[src/e2q_pkg.sv]
// ============================================================================
// e2q_pkg: shared types and constants for the Euler-to-quaternion converter
// Request and result payload structs, fixed-point widths and the arctangent
// table used by every CORDIC lane.
// ============================================================================
package e2q_pkg;

    localparam int ANGLE_BITS = 16;
    localparam int QUAT_BITS  = 16;

    localparam int CORDIC_W = 33;
    localparam int ANGLE_W  = 36;
    localparam int PAIR_W   = 35;
    localparam int Q60_W    = 64;
    localparam int ATAN_N   = 32;

    localparam logic signed [CORDIC_W-1:0] CORDIC_GAIN = 33'sd652032875;

    localparam logic [31:0] ATAN_TURN32 [ATAN_N] = '{
        32'd536870912, 32'd316933406, 32'd167458907, 32'd85004756,
        32'd42667331,  32'd21354465,  32'd10679838,  32'd5340245,
        32'd2670163,   32'd1335087,   32'd667544,    32'd333772,
        32'd166886,    32'd83443,     32'd41722,     32'd20861,
        32'd10430,     32'd5215,      32'd2608,      32'd1304,
        32'd652,       32'd326,       32'd163,       32'd81,
        32'd41,        32'd20,        32'd10,        32'd5,
        32'd3,         32'd1,         32'd1,         32'd0
    };

    typedef struct packed {
        logic signed [ANGLE_BITS-1:0] pitch_angle;
        logic signed [ANGLE_BITS-1:0] yaw_angle;
        logic signed [ANGLE_BITS-1:0] roll_angle;
    } angles_t;

    typedef struct packed {
        logic signed [QUAT_BITS-1:0] quat_x;
        logic signed [QUAT_BITS-1:0] quat_y;
        logic signed [QUAT_BITS-1:0] quat_z;
        logic signed [QUAT_BITS-1:0] quat_w;
    } quat_t;

endpackage

[src/e2q_cordic_lane.sv]
// ============================================================================
// e2q_cordic_lane: pipelined rotation-mode CORDIC for one angle
// Halves a binary angle and returns sine and cosine of the half-angle in Q30,
// one micro-rotation per register stage.
// ============================================================================
module e2q_cordic_lane
    import e2q_pkg::*;
#(
    parameter int STAGES = 16
)
(
    input  logic                         clk,
    input  logic                         en,
    input  logic signed [ANGLE_BITS-1:0] angle,
    output logic signed [CORDIC_W-1:0]   sin_q30,
    output logic signed [CORDIC_W-1:0]   cos_q30
);

    logic signed [CORDIC_W-1:0] x_reg [STAGES];
    logic signed [CORDIC_W-1:0] y_reg [STAGES];
    logic signed [ANGLE_W-1:0]  z_reg [STAGES];
    logic signed [ANGLE_W-1:0]  z_init;

    assign z_init = ANGLE_W'(angle) <<< (32 - ANGLE_BITS);

    for (genvar i = 0; i < STAGES; i++) begin : g_stage
        localparam int SH = (i < ATAN_N) ? i : ATAN_N - 1;
        localparam logic signed [ANGLE_W-1:0] DA =
            ANGLE_W'({ATAN_TURN32[SH], 1'b0});

        logic signed [CORDIC_W-1:0] x_in;
        logic signed [CORDIC_W-1:0] y_in;
        logic signed [ANGLE_W-1:0]  z_in;
        logic signed [CORDIC_W-1:0] dx;
        logic signed [CORDIC_W-1:0] dy;

        if (i == 0) begin : g_first
            assign x_in = CORDIC_GAIN;
            assign y_in = '0;
            assign z_in = z_init;
        end
        else begin : g_next
            assign x_in = x_reg[i-1];
            assign y_in = y_reg[i-1];
            assign z_in = z_reg[i-1];
        end

        assign dx = y_in >>> SH;
        assign dy = x_in >>> SH;

        always_ff @(posedge clk)
        begin
            if (en)
            begin
                if (!z_in[ANGLE_W-1])
                begin
                    x_reg[i] <= x_in - dx;
                    y_reg[i] <= y_in + dy;
                    z_reg[i] <= z_in - DA;
                end
                else
                begin
                    x_reg[i] <= x_in + dx;
                    y_reg[i] <= y_in - dy;
                    z_reg[i] <= z_in + DA;
                end
            end
        end
    end

    assign sin_q30 = y_reg[STAGES-1];
    assign cos_q30 = x_reg[STAGES-1];

endmodule

[config.mk]
export PLATFORM = sky130hd
export DESIGN_NAME = e2q_cordic_lane
export DESIGN_NICKNAME = d
export VERILOG_FILES = /design/src/e2q_pkg.sv /design/src/e2q_cordic_lane.sv
export SDC_FILE = /design/constraint.sdc
export NUM_CORES = 2
export LEC_CHECK = 0
export BUFFER_PORTS_ARGS = -buffer_cell sky130_fd_sc_hd__buf_2
export CORE_UTILIZATION = 49
export DETAILED_ROUTE_END_ITERATION = 10
export GPL_ROUTABILITY_DRIVEN = 0
export GPL_TIMING_DRIVEN = 0
export SYNTH_ARGS = -nofsm -noshare
export SYNTH_HDL_FRONTEND = slang
export SYNTH_SLANG_ARGS = --single-unit
[constraint.sdc]
create_clock -name clk -period 7 [get_ports clk]
set_input_delay 1.05 -clock clk [delete_from_list [all_inputs] [get_ports clk]]
set_output_delay 1.05 -clock clk [all_outputs]
set_load 0.005 [all_outputs]
# == After elaboration in Yosys (flattened, before gate mapping) ==
# Memories as Yosys holds them, arrays and structs flattened.
# Cells that the tools add are included.
# op_classes
addsub,92
n_mux,144
bitwise_logic,48
# op_table
operator,count
$mux 33,32
$mux 36,16
$mux 1,96
$add 33x18->33,2
$add 33x19->33,2
$add 33x20->33,2
$add 33x21->33,2
$add 33x22->33,2
$add 33x23->33,2
$add 33x24->33,2
$add 33x25->33,2
$add 33x26->33,2
$add 33x27->33,2
$add 33x28->33,2
$add 33x29->33,2
$add 33x30->33,2
$add 33x31->33,2
$add 33x32->33,2
$sub 33x18->33,2
$sub 33x19->33,2
$sub 33x20->33,2
$sub 33x21->33,2
$sub 33x22->33,2
$sub 33x23->33,2
42 further kinds,98
# word_totals
reg_bits,0
ram_bits,1632
out_inout_bits,66
wordCells,287
n_memories,3
# memory_table
name,words,word_bits,read_ports,rd_clocked_by_memory_dff,write_ports,line_no,source
z_reg,16,36,15,0,16,e2q_cordic_lane.sv:21,logic signed [ANGLE_W-1:0] z_reg [STAGES];
x_reg,16,33,16,0,16,e2q_cordic_lane.sv:19,logic signed [CORDIC_W-1:0] x_reg [STAGES];
y_reg,16,33,16,0,16,e2q_cordic_lane.sv:20,logic signed [CORDIC_W-1:0] y_reg [STAGES];

# == Longest topological paths before layout ==
# An unclocked memory read counts as a cell.
# logic_depth
word_depth,5
ltp_mapped,21
depth_no_buf,20

# == Least setup slack after synthesis ==
# OpenSTA, ideal clock, no wires.
# synth_path
kind,in2reg
from,in en
to,"mem x_reg[4][28], in the netlist x_reg[0][160] (data pin)"
setup_time_ns,0.265
arrival_ns,5.373
required_ns,6.735
path_slack_ns,1.362
path_stages,17
path_cell_list,clkbuf_1 clkbuf_1 nand2_1 clkbuf_1 clkbuf_1 o21ai_0 fa_1 a211oi_1 o21ai_0 a21oi_1 a21boi_1 a221o_1 a211o_1 a21o_1 a21oi_1 o21ai_0 xor2_1
# synth_lines
item,line_no,source
start: declaration,e2q_cordic_lane.sv:13,"input logic en,"
end: declaration,e2q_cordic_lane.sv:19,

==> implementation parameters <==
Parameter                              Value

Run status
  Run status ... complete, no violations

Floorplan
  Die H ... 503 um
  Count of pins on the block boundary ... 84
  Die footprint ... 253000 um2
  Row count ... 183
  Initial core utilization ... 0.494
  Standard cell core area ... 249000 um2
  Die width ... 503 um

Placed design
  Cell area after placement ... 128000 um2
  Detailed-placement wirelength estimate ... 264000 um
  IO buf count ... 83

STA
  Setup-failing EPs final ... 0
  Final clock skew ... 0.0421 ns
  Hold Fails Final Rpt ... 0
  Final worst path period share ... 0.945
  Slew @ Worst Pin ... 1.42 ns
  RSZ-0062 raised after global routing ... no
  Min Clock Period, post-route ... 6.61 ns
  Achievable frequency ... 0.151 GHz
  Max-Slew Margin vs Limit ... 0.0553
  Max Slew Vio Count ... 0

Synth
  Synth Cell Area ... 123000 um2
  Synth async-reset ratio ... 0
  Average instance area after synthesis ... 9.63 um2
  Post-synthesis cell type count ... 110
  Synthesized instance count ... 12.8k
  Yosys warns ... 0
  Share of the yosys chip area belonging to registers ... 0.350
  Primary FF master, synth ... edfxtp_1
  Count of flip-flops with a built-in enable after synthesis ... 1431
  Yosys reg bits ... 1431

Detailed routing
  DRC violation count after routing ... 0
  Remaining antenna violation count ... 0
  Number of iterations in the first detailed-routing pass ... 7
  Met1 Routed Length ... 145000 um
  Routed length on met2 ... 152000 um
  Total number of vias ... 98.6k
  Drt first-iter violations ... 8093
  Vias per cell ... 5.97
  Routed WL per cell ... 20.0 um
  Drt total wl ... 329000 um
  Top routing layer used ... met5
  Sum of met3 wire segment lengths after detailed routing ... 19300 um

Worst setup path
  Most frequent CP cell ... a21oi_1
  Worst endpoint data arrival time ... 7.16 ns
  Register-to-register path setup slack ... 0.39 ns
  Critical Path Fanout Max ... 10
  Type of destination of the critical path ... register
  Critical path depth ... 21
  Setup crit start kind ... register
  Data required time of the critical path ... 7.55 ns
  Critical path buffer and inverter count ... 3
  Reg2reg path depth ... 21
  Category of the most critical setup path ... reg2reg
  Cell Chain, Critical Path ... clkbuf_1 > inv_1 > ha_1 > inv_1 > nor3_1 > nand3_1 > nor2_1 > nand3_1 > a21oi_1 > a21oi_1 > ha_1 > nor2b_1 > o31a_1 > a41oi_1 > a21oi_1 > a41oi_1 > o21a_1 > o41ai_2 > a221o_1 > a21oi_1 > xnor2_1
  Cell family with most CP delay ... compound AO/OA/AOI/OAI gates
  Highest-delay cell along the critical path ... edfxtp_1
  Worst stage delay on the critical path ... 0.66 ns

CTS
  Clk pin slew, worst setup/hold paths ... 0.06 ns
  Number of buffers added by the clock tree synthesis step ... 170
  Hold buffer count at CTS ... 0
  Postcts setup bufs ... 0
  Clock tree buffer depth ... 3
  CTS tree ... done
  Clock insertion delay at the later pin of the skew report ... 0.84 ns
  Number of cells upsized or downsized after cts ... 4
  Number of clock sinks ... 1431
  H-tree levels ... 4
  Clock root buffer master ... clkbuf_16

Hold path
  Hold depth ... 1
  Type of the worst min-delay path ... in2reg

Finish
  Ratio of cells with drive above 1 in the final layout ... 0.0467
  Number of flip-flops in the largest register ... 496
  Final non-filler cell area ... 134000 um2
  Synth-to-Final Area Change ... 9.02%
  Most frequent standard cell in the layout excluding fill and tap cells ... edfxtp_1
  Final nets ... 14.5k
  Combined area of the multi-input logic cells ... 77200 um2
  Register area ... 43000 um2
  Filler instances ... 22.1k
  Leading cell types in the layout, fill and taps excluded ... edfxtp_1 (1431), ha_1 (1378), a21oi_1 (1319)

Global route
  Vias in the first global route ... 94.5k
  Total gr overflow ... 0
  Pin count of the biggest net entering global routing ... 70
  Total global-route track usage ... 0.255
  Initial antenna violation count ... 7
  First-pass GRT wire length ... 519000 um

Flow run
  Number of violations of the max-capacitance limit ... 0
## synth_stat cells, types with 43 or more instances
cell,count,area [um2]
o21bai_1,172,1290
nor3_1,238,1190
a21o_1,820,6160
nand2b_1,214,1340
or2_2,43,269
clkbuf_1,245,920
o31ai_1,150,1130
o41ai_1,60,526
o21ai_0,687,3440
xor2_1,701,6140
nand3_1,216,1080
a211oi_1,125,938
xnor2_1,1132,9910
and2_1,74,463
edfxtp_1,1431,43000
or3_1,64,400
o211ai_1,61,458
and3_1,143,895
nand4_1,121,757
a31o_2,44,385
nor4_1,90,563
mux2i_1,57,571
o21a_1,169,1270
ha_1,1378,17200
mux2_2,51,574
nor2b_1,178,1110
a21oi_1,1319,6600
nand2_1,737,2770
a31oi_1,145,907
inv_1,421,1580
nor2_1,829,3110
## cell families (layout without fill, tap and decap cells)
family,count (synthesis),count (layout),share of synthesized area
compound gates,4161,4161,0.218
fa+ha+maj,1418,1418,0.147
other cells,2,10,0.0000611
flops,1431,1431,0.350
mux,108,108,0.00932
buf+inv,708,1128,0.0220
simple gates,3091,3091,0.123
xor+xnor,1833,1833,0.131
## layer usage
layer / global-route usage / vias up
met4: 0.0934 / 2
met3: 0.0323 / 588
li1: - / 48400
met2: 0.426 / 2886
met1: 0.337 / 46700
met5: 0 / -
## path summary, 6_finish.rpt
check / from / endpoint
setup / recovery: x_reg[0][59] / y_reg[0][97]
hold / removal: angle[2] / z_reg[0][18]
setup reg to reg: x_reg[0][59] / y_reg[0][97]
hold reg to reg: z_reg[0][74] / z_reg[0][110]
## metrics by stage
step	setup slack (ns)	utilization	hold WS (ns)	instances	setup TNS [ns]
detailed placement	-1.38	0.515	0.405	16200	-109.89
CTS	0.0602	0.538	0.306	16500	0
finish	0.387	0.538	0.385	16500	0
floorplan	1.36	-	0.400	12800	0
global placement	-3.79	0.512	0.406	16200	-2410.13
global route	0.0306	0.538	0.334	16500	0
## worst register-to-register path, cell delays in order, from the launching register on
cell,delay [ns]
edfxtp_1,0.66
clkbuf_1,0.42
inv_1,0.25
ha_1,0.23
inv_1,0.06
nor3_1,0.48
nand3_1,0.27
nor2_1,0.25
nand3_1,0.27
a21oi_1,0.55
a21oi_1,0.21
ha_1,0.34
nor2b_1,0.16
o31a_1,0.20
a41oi_1,0.17
a21oi_1,0.30
a41oi_1,0.25
o21a_1,0.30
o41ai_2,0.51
a221o_1,0.24
a21oi_1,0.08
xnor2_1,0.15
## area by class of cell
type | count | share of cell area
Clock buffer | 192 | 0.0324
Timing Repair Buffer | 104 | 0.00712
Tap cell | 3330 | 0.0311
Inverter | 431 | 0.0121
Multi-Input combinational cell | 10600 | 0.577
Sequential cell | 1431 | 0.321
Antenna cell | 1 | 0.0000187
Clock inverter | 125 | 0.0111
Buffer | 276 | 0.00872
Power is left out: the tool's default activity adds up to more than one toggle a clock period on the data nets, which glitch-free logic cannot reach.
